--- src/rtl/mhpq_pkg.sv ---
// Package: field widths, codes and sequencer states of the heap queue
`timescale 1ns / 1ps

package mhpq_pkg;

  localparam int KEY_BITS    = 32;
  localparam int COUNT_BITS  = 7;
  localparam int STATUS_BITS = 2;

  localparam logic OP_INSERT = 1'b0;
  localparam logic OP_REMOVE = 1'b1;

  typedef enum logic [STATUS_BITS-1:0] {
    ST_DONE  = 2'd0,
    ST_FULL  = 2'd1,
    ST_EMPTY = 2'd2
  } status_t;

  typedef enum logic [2:0] {
    S_IDLE,
    S_UP_ISSUE,
    S_UP_CMP,
    S_DN_LAST,
    S_DN_ISSUE,
    S_DN_LEFT,
    S_DN_RIGHT,
    S_DONE
  } state_t;

  typedef struct packed {
    logic [KEY_BITS-1:0]   top_key;
    logic                  top_valid;
    logic [COUNT_BITS-1:0] count;
    status_t               status;
  } result_t;

endpackage

--- src/rtl/mhpq_if.sv ---
// Request and response channel interfaces of the heap queue
`timescale 1ns / 1ps

interface mhpq_in_if;
  logic                          valid;
  logic                          ready;
  logic                          op;
  logic [mhpq_pkg::KEY_BITS-1:0] key;

  modport source (output valid, output op, output key, input ready);
  modport sink   (input valid, input op, input key, output ready);
endinterface

interface mhpq_out_if;
  logic                             valid;
  logic                             ready;
  logic [mhpq_pkg::KEY_BITS-1:0]    top_key;
  logic                             top_valid;
  logic [mhpq_pkg::COUNT_BITS-1:0]  count;
  logic [mhpq_pkg::STATUS_BITS-1:0] status;

  modport source (output valid, output top_key, output top_valid, output count,
                  output status, input ready);
  modport sink   (input valid, input top_key, input top_valid, input count,
                  input status, output ready);
endinterface

--- src/rtl/max_heap_priority_queue_unit.sv ---
// Binary max-heap priority queue: top level with heap RAM and output register
// Each request walks the heap a level at a time through one heap RAM read port.
// One request at a time: a new request is taken only after the response of the
// last one is loaded into the output register, which frees the sequencer.
// Reset (rst, synchronous) empties the heap; RAM contents are left as they are.
`timescale 1ns / 1ps

module max_heap_priority_queue_unit #(
  parameter int CAPACITY  = 64,
  parameter int KEY_WIDTH = 32
) (
  input  logic       clk,
  input  logic       rst,
  mhpq_in_if.sink    req,
  mhpq_out_if.source rsp
);
  import mhpq_pkg::*;

  localparam int AW = $clog2(CAPACITY);

  logic                 res_valid, res_take;
  result_t              res;
  logic                 mem_we;
  logic [AW-1:0]        mem_waddr, mem_raddr;
  logic [KEY_WIDTH-1:0] mem_wdata, mem_rdata;
  logic                 out_valid;
  result_t              out_res;

  mhpq_ram #(
    .WIDTH (KEY_WIDTH),
    .DEPTH (CAPACITY)
  ) u_ram (
    .clk   (clk),
    .we    (mem_we),
    .waddr (mem_waddr),
    .wdata (mem_wdata),
    .raddr (mem_raddr),
    .rdata (mem_rdata)
  );

  mhpq_sift #(
    .CAPACITY  (CAPACITY),
    .KEY_WIDTH (KEY_WIDTH)
  ) u_sift (
    .clk       (clk),
    .rst       (rst),
    .req       (req),
    .res_valid (res_valid),
    .res_take  (res_take),
    .res       (res),
    .mem_we    (mem_we),
    .mem_waddr (mem_waddr),
    .mem_wdata (mem_wdata),
    .mem_raddr (mem_raddr),
    .mem_rdata (mem_rdata)
  );

  // Load when the register is empty or its transfer completes this cycle
  assign res_take = !out_valid || rsp.ready;

  always_ff @(posedge clk) begin
    if (rst) begin
      out_valid <= 1'b0;
    end else if (res_valid && res_take) begin
      out_valid <= 1'b1;
    end else if (rsp.ready) begin
      out_valid <= 1'b0;
    end
  end

  always_ff @(posedge clk) begin
    if (res_valid && res_take) begin
      out_res <= res;
    end
  end

  assign rsp.valid     = out_valid;
  assign rsp.top_key   = out_res.top_key;
  assign rsp.top_valid = out_res.top_valid;
  assign rsp.count     = out_res.count;
  assign rsp.status    = out_res.status;

endmodule

--- src/rtl/mhpq_ram.sv ---
// Generic single-write, single-read RAM with registered read data
`timescale 1ns / 1ps

module mhpq_ram #(
  parameter int WIDTH = 32,
  parameter int DEPTH = 64
) (
  input  logic                     clk,
  input  logic                     we,
  input  logic [$clog2(DEPTH)-1:0] waddr,
  input  logic [WIDTH-1:0]         wdata,
  input  logic [$clog2(DEPTH)-1:0] raddr,
  output logic [WIDTH-1:0]         rdata
);

  logic [WIDTH-1:0] mem [DEPTH];

  always_ff @(posedge clk) begin
    if (we) begin
      mem[waddr] <= wdata;
    end
    rdata <= mem[raddr];
  end

endmodule

--- src/rtl/mhpq_sift.sv ---
// Sift sequencer: one compare unit walks the heap a level at a time
`timescale 1ns / 1ps

module mhpq_sift #(
  parameter int CAPACITY  = 64,
  parameter int KEY_WIDTH = 32
) (
  input  logic                        clk,
  input  logic                        rst,
  mhpq_in_if.sink                     req,
  output logic                        res_valid,
  input  logic                        res_take,
  output mhpq_pkg::result_t           res,
  output logic                        mem_we,
  output logic [$clog2(CAPACITY)-1:0] mem_waddr,
  output logic [KEY_WIDTH-1:0]        mem_wdata,
  output logic [$clog2(CAPACITY)-1:0] mem_raddr,
  input  logic [KEY_WIDTH-1:0]        mem_rdata
);
  import mhpq_pkg::*;

  localparam int AW = $clog2(CAPACITY);
  localparam int CW = $clog2(CAPACITY + 1);
  localparam int XW = AW + 2;

  state_t               state, state_next;
  logic [AW-1:0]        pos, pos_next;
  logic [KEY_WIDTH-1:0] cur, cur_next;
  logic [KEY_WIDTH-1:0] left, left_next;
  logic [CW-1:0]        count, count_next;
  logic [KEY_WIDTH-1:0] top;
  status_t              status, status_next;

  logic [63:0]          key_ext;
  logic [63:0]          top_ext;
  logic [31:0]          cnt_ext;
  logic [XW-1:0]        lc_ext, rc_ext, cnt_x;
  logic [AW-1:0]        parent;
  logic                 lc_less, rc_less, rc_below_lc;

  assign key_ext = 64'(req.key);
  assign top_ext = 64'(top);
  assign cnt_ext = 32'(count);
  assign lc_ext  = (XW'(pos) << 1) + XW'(1);
  assign rc_ext  = lc_ext + XW'(1);
  assign cnt_x   = XW'(count);
  assign parent  = (pos - AW'(1)) >> 1;

  // Compares: read data against the moving key and the held left child, and the held left child against the moving key
  assign lc_less     = left < cur;
  assign rc_less     = mem_rdata < cur;
  assign rc_below_lc = mem_rdata < left;

  always_ff @(posedge clk) begin
    if (rst) begin
      state  <= S_IDLE;
      count  <= '0;
      status <= ST_DONE;
    end else begin
      state  <= state_next;
      count  <= count_next;
      status <= status_next;
    end
  end

  always_ff @(posedge clk) begin
    pos  <= pos_next;
    cur  <= cur_next;
    left <= left_next;
    if (mem_we && (mem_waddr == '0)) begin
      top <= mem_wdata;
    end
  end

  always_comb begin
    state_next  = state;
    pos_next    = pos;
    cur_next    = cur;
    left_next   = left;
    count_next  = count;
    status_next = status;
    req.ready   = 1'b0;
    res_valid   = 1'b0;
    mem_we      = 1'b0;
    mem_waddr   = pos;
    mem_wdata   = cur;
    mem_raddr   = parent;

    case (state)
      S_IDLE: begin
        req.ready  = 1'b1;
        mem_raddr  = AW'(count - CW'(1));
        if (req.valid) begin
          status_next = ST_DONE;
          if (req.op == OP_INSERT) begin
            if (count == CW'(CAPACITY)) begin
              status_next = ST_FULL;
              state_next  = S_DONE;
            end else begin
              cur_next   = key_ext[KEY_WIDTH-1:0];
              pos_next   = AW'(count);
              count_next = count + CW'(1);
              state_next = S_UP_ISSUE;
            end
          end else begin
            if (count == '0) begin
              status_next = ST_EMPTY;
              state_next  = S_DONE;
            end else if (count == CW'(1)) begin
              count_next = '0;
              state_next = S_DONE;
            end else begin
              // Read the last entry; it becomes the moving key with the hole at the root
              count_next = count - CW'(1);
              pos_next   = '0;
              state_next = S_DN_LAST;
            end
          end
        end
      end

      S_UP_ISSUE: begin
        if (pos == '0) begin
          mem_we     = 1'b1;
          state_next = S_DONE;
        end else begin
          mem_raddr  = parent;
          state_next = S_UP_CMP;
        end
      end

      S_UP_CMP: begin
        mem_we = 1'b1;
        if (mem_rdata < cur) begin
          // Pull the smaller parent down into the hole and climb
          mem_wdata  = mem_rdata;
          pos_next   = parent;
          state_next = S_UP_ISSUE;
        end else begin
          state_next = S_DONE;
        end
      end

      S_DN_LAST: begin
        cur_next   = mem_rdata;
        state_next = S_DN_ISSUE;
      end

      S_DN_ISSUE: begin
        if (lc_ext >= cnt_x) begin
          mem_we     = 1'b1;
          state_next = S_DONE;
        end else begin
          mem_raddr  = lc_ext[AW-1:0];
          state_next = S_DN_LEFT;
        end
      end

      S_DN_LEFT: begin
        left_next = mem_rdata;
        if (rc_ext >= cnt_x) begin
          // Lone left child: one compare, then finish
          mem_we = 1'b1;
          if (cur < mem_rdata) begin
            mem_wdata  = mem_rdata;
            pos_next   = lc_ext[AW-1:0];
            state_next = S_DN_ISSUE;
          end else begin
            state_next = S_DONE;
          end
        end else begin
          mem_raddr  = rc_ext[AW-1:0];
          state_next = S_DN_RIGHT;
        end
      end

      S_DN_RIGHT: begin
        mem_we = 1'b1;
        if (lc_less && rc_less) begin
          state_next = S_DONE;
        end else if (rc_below_lc) begin
          mem_wdata  = left;
          pos_next   = lc_ext[AW-1:0];
          state_next = S_DN_ISSUE;
        end else begin
          // Equal children take the right branch
          mem_wdata  = mem_rdata;
          pos_next   = rc_ext[AW-1:0];
          state_next = S_DN_ISSUE;
        end
      end

      S_DONE: begin
        res_valid = 1'b1;
        if (res_take) begin
          state_next = S_IDLE;
        end
      end

      default: begin
        state_next = S_IDLE;
      end
    endcase
  end

  always_comb begin
    res.top_key   = (count != '0) ? top_ext[KEY_BITS-1:0] : '0;
    res.top_valid = (count != '0);
    res.count     = cnt_ext[COUNT_BITS-1:0];
    res.status    = status;
  end

endmodule

--- src/flat_wrapper.sv ---
// flat-port wrapper written by rule: the top's interface ports become plain ports
module max_heap_priority_queue_unit_flat import mhpq_pkg::*;
#(
  parameter int CAPACITY  = 64,
  parameter int KEY_WIDTH = 32
)
  (clk, rst, req_valid, req_op, req_key, req_ready, rsp_valid, rsp_top_key, rsp_top_valid, rsp_count, rsp_status, rsp_ready);
  mhpq_in_if req_i ();
  mhpq_out_if rsp_i ();
  input  logic clk;
  input  logic rst;
  input wire logic [$bits(req_i.valid)-1:0] req_valid;
  input wire logic [$bits(req_i.op)-1:0] req_op;
  input wire logic [$bits(req_i.key)-1:0] req_key;
  output wire logic [$bits(req_i.ready)-1:0] req_ready;
  output wire logic [$bits(rsp_i.valid)-1:0] rsp_valid;
  output wire logic [$bits(rsp_i.top_key)-1:0] rsp_top_key;
  output wire logic [$bits(rsp_i.top_valid)-1:0] rsp_top_valid;
  output wire logic [$bits(rsp_i.count)-1:0] rsp_count;
  output wire logic [$bits(rsp_i.status)-1:0] rsp_status;
  input wire logic [$bits(rsp_i.ready)-1:0] rsp_ready;
  assign req_i.valid = req_valid;
  assign req_i.op = req_op;
  assign req_i.key = req_key;
  assign req_ready = req_i.ready;
  assign rsp_valid = rsp_i.valid;
  assign rsp_top_key = rsp_i.top_key;
  assign rsp_top_valid = rsp_i.top_valid;
  assign rsp_count = rsp_i.count;
  assign rsp_status = rsp_i.status;
  assign rsp_i.ready = rsp_ready;
  max_heap_priority_queue_unit #(.CAPACITY(CAPACITY), .KEY_WIDTH(KEY_WIDTH)) u_core (.clk(clk), .rst(rst), .req(req_i), .rsp(rsp_i));
endmodule
--- config.mk ---
export PLATFORM = sky130hd
export DESIGN_NAME = max_heap_priority_queue_unit_flat
export DESIGN_NICKNAME = d
export VERILOG_FILES = /design/src/rtl/mhpq_pkg.sv /design/src/rtl/mhpq_if.sv /design/src/rtl/max_heap_priority_queue_unit.sv /design/src/rtl/mhpq_ram.sv /design/src/rtl/mhpq_sift.sv /design/src/flat_wrapper.sv
export SDC_FILE = /design/constraint.sdc
export NUM_CORES = 2
export LEC_CHECK = 0
export ABC_AREA = 1
export ABC_CLOCK_PERIOD_IN_PS = 6600
export BUFFER_PORTS_ARGS = -buffer_cell sky130_fd_sc_hd__buf_2
export CAP_MARGIN = 40
export CELL_PAD_IN_SITES_DETAIL_PLACEMENT = 0
export CELL_PAD_IN_SITES_GLOBAL_PLACEMENT = 1
export CORE_MARGIN = 2
export CORE_UTILIZATION = 51
export CTS_CLUSTER_DIAMETER = 150
export DETAILED_ROUTE_END_ITERATION = 7
export GPL_ROUTABILITY_DRIVEN = 0
export PLACE_DENSITY = 0.8
export SYNTH_ARGS = -nofsm -noshare
export SYNTH_HDL_FRONTEND = slang
export SYNTH_SLANG_ARGS = --single-unit
--- constraint.sdc ---
create_clock -name clk -period 6.6 [get_ports clk]
set_clock_uncertainty 0.2 [all_clocks]
set_input_delay 0.66 -clock clk [delete_from_list [all_inputs] [get_ports clk]]
set_output_delay 0.66 -clock clk [all_outputs]
set_load 0.01 [all_outputs]
==> run_results.csv <==
group,metric,value,unit
critical_path,critPathArrivalTime,6.46,ns
grt,antenna_found_initial,12,
final_layout,nFillCells,16500,
critical_path,cp-start-kind,"flop",
clock_network,htree_levels,4,
route,antenna_left,0,
yosys,yosys.cell_types.count,49,
route,first_iter_violations,9326,
timing,rsz0062_at_grt,"false",
yosys,syn_avg_cell_area,10.3,um2
clock_network,clock_latency,0.88,ns
clock_network,cts.sinks,2237,
yosys,ys_warn_count,0,
clock_network,clk_pin_slew_worst_paths,0.06,ns
clock_network,root_buffer,"clkbuf_16",
route,vias_per_cell,5.65,
floorplanning,io_pins,81,
placement,io_buffers,80,
timing,fin_crit_sh,0.894,
final_layout,nNetsFinal,9984,
grt,grt_max_degree,140,
yosys,netlist_area,101000,um2
yosys,syn-num-nets,9920,
placement,hpwl,174000,um
floorplanning,std_cell_rows,163,
floorplanning,die_h,449,um
timing,final_max_slew_viol_count,0,
min_path,holdCritPathClass,"flop to flop",
route,wl_per_cell,24.5,um
yosys,synthTopCellsByArea,"edfxtp_1 65%, nand2_1 12%, nand3_1 5.3%",
clock_network,cts.path.max_buffers,3,
timing,setup_tns,0,ns
yosys,netlist_instances,9772,
timing,worstMarginPinSlew,0.993,ns
timing,maxSlewHeadroom,0.338,
final_layout,final_layout_size_suffix_gt1_frac,0.0735,
yosys,synth_edf_count,2192,
critical_path,worstSetupEndpointType,"flop",
yosys,synth-seq-cells,2237,
flow_run,max-cap-violations,0,
min_path,hold_depth,0,
yosys,ys_seq_area_frac,0.660,
grt,globalRouteTotalUtil,0.304,
yosys,yosys.area.top_type_share,0.651,
timing,hold_viol,0,
floorplanning,start_util,0.513,
floorplanning,core,197000,um2
grt,grt_first_pass_wirelength,453000,um
grt,grt_pass1_vias,67400,
critical_path,path_class,"flop to flop",
critical_path,cp.required,7.16,ns
critical_path,r2r_cells,25,
timing,period_needed,5.90,ns
grt,grt_overflow,0,
critical_path,crit_path_max_fanout,50,
yosys,yosys.area.top_type,"edfxtp_1",
clock_network,cts_tree,"yes",
timing,fmax,0.169,GHz
yosys,async_flop_share,0,
route,drc,0,
timing,setup_viol_count_final,0,
final_layout,synthToLayoutAreaGrowth,11.8,%
route,wirelength,311000,um
yosys,synth_flop_cell,"edfxtp_1",
clock_network,numCtsBuffers,230,
floorplanning,die_w,449,um
route,vias,71600,
clock_network,post_cts_resized,0,
status,status,"finished clean",
route,drt_first_pass_iters,6,
floorplanning,dieArea,202000,um2
==> state kept, by name, summed over array words and instances (netlist names) <==
signal,cells
u_core.rsp.count,7
u_core.rsp.top_valid,1
u_core.u_ram.mem,2048
u_core.u_sift.status,2
u_core.rsp.status,2
u_core.rsp.top_key,32
u_core.rsp.valid,1
u_core.u_sift.mem_waddr,6
u_core.u_ram.rdata,32
u_core.u_sift.top,32
u_core.u_sift.state,3
u_core.u_sift.left,32
u_core.u_sift.cur,32
u_core.u_sift.count,7
==> synthesized netlist by cell type (2+ instances only) <==
cell / n
nand2_1: 3163
edfxtp_1: 2192
inv_1: 1223
nand3_1: 1078
nand3b_1: 513
buf_2: 353
o21ai_0: 267
o21ai_1: 246
clkbuf_1: 155
a21oi_1: 128
ha_1: 111
nor2_1: 95
nand4_1: 46
dfxtp_1: 45
buf_1: 23
buf_4: 17
nor3_1: 15
inv_2: 12
buf_6: 10
xor2_1: 10
a211oi_1: 9
nand2_2: 6
nor4_1: 6
o211ai_1: 6
clkinv_1: 4
nor2_4: 4
a31oi_1: 3
o22ai_1: 3
o31ai_1: 3
a221oi_1: 2
nand2_4: 2
nand3_2: 2
o21a_1: 2
o21bai_1: 2
o221ai_1: 2
==> routing by layer <==
metal  up-vias  share of wire  track usage
met5         -              0            0
met4         0          0.055        0.155
met3       582           0.10       0.0518
met2      3700           0.44        0.465
met1     34500           0.40        0.419
li1      32800              -            -
==> cells in the final DEF (no fill, tap or decap), types with 7 or more instances in the layout <==
master / instances
nand3b_1: 513
clkbuf_16: 234
inv_2: 12
nand4_1: 46
nor3_1: 13
buf_2: 80
nand2_1: 3162
nor2_4: 8
a211oi_1: 8
o21ai_0: 266
a21oi_1: 128
dfxtp_1: 45
clkinv_2: 40
nor2_1: 90
xor2_1: 10
inv_1: 1219
clkbuf_1: 46
ha_1: 111
o21ai_1: 245
bufinv_16: 19
edfxtp_1: 2192
clkinv_4: 7
clkinvlp_4: 9
clkbuf_8: 14
nand3_1: 1077
clkinv_1: 54
buf_4: 215
dlygate4sd3_1: 36
buf_12: 55
==> area by class of cell <==
| class | count | area (um2) | area share |
|---|---|---|---|
| Inverter | 1239 | 4660 | 0.0413 |
| Antenna cell | 2 | 5.00 | 0.0000443 |
| Clock inverter | 136 | 1290 | 0.0115 |
| Sequential cell | 2237 | 66700 | 0.591 |
| Tap cell | 2640 | 3300 | 0.0292 |
| Clock buffer | 294 | 6220 | 0.0551 |
| Multi-Input combinational cell | 5738 | 27200 | 0.241 |
| Timing Repair Buffer | 390 | 3560 | 0.0315 |
==> critical path: stages, from the launching register on <==
cell      delay (ns)
edfxtp_1        0.67
ha_1            0.26
nand2_1         0.07
inv_2           0.10
nand2_4         0.06
xor2_1          0.22
inv_1           0.12
ha_1            0.31
nand2_1         0.05
nand2_1         0.05
nand2_1         0.05
nand2_1         0.11
nor2_4          0.05
nand3_2         0.14
nand2_8         0.31
nand2_8         0.55
clkinv_2        0.50
buf_12          0.33
nand2_1         0.12
nand3_1         0.08
nand3_1         0.08
nand3_1         0.51
nand3_1         0.40
nand2_1         0.11
nand2_1         0.13
nand2_1         0.06
==> through the flow <==
stage          setup slack [ns]  hold WS [ns]  std cells   util  area [um2]
6_report                  0.699         0.215      12700  0.573      113000
5_1_grt                   0.486         0.226      12700  0.573      113000
4_1_cts                   0.748         0.215      12700  0.573      113000
3_5_place_dp              0.805         0.217      12200  0.533      105000
3_3_place_gp              0.796         0.212      12200  0.532      105000
2_1_floorplan             0.672         0.203       9772      -      101000
==> kinds of logic after synthesis <==
group | count (synthesis) | synth area share
AND/OR/NAND/NOR | 4937 | 0.218
flip-flops | 2237 | 0.660
XOR/XNOR | 10 | 0.000866
buffers and inverters | 1797 | 0.0725
AO/OA/AOI/OAI | 680 | 0.0347
adder cells (fa/ha/maj) | 111 | 0.0137
==> final timing paths <==
kind	to	slack (ns)	start
setup / recovery	u_core.u_ram.rdata[26]	0.70	u_core.u_sift.mem_waddr[0]
hold / removal	u_core.rsp.status[0]	0.21	u_core.u_sift.status[0]
setup reg to reg	u_core.u_ram.rdata[26]	0.70	u_core.u_sift.mem_waddr[0]
hold reg to reg	u_core.rsp.status[0]	0.21	u_core.u_sift.status[0]
==> timing repair <==
| action | in CTS | in global routing |
|---|---|---|
| hold buffers | 36 | 0 |
| buffers inserted | 0 | 0 |
| setup endpoints to repair | 0 | 0 |
| hold endpoints to repair | 42 | 0 |
Power is left out: the tool's default activity adds up to more than one toggle a clock period on the data nets, which glitch-free logic cannot reach.
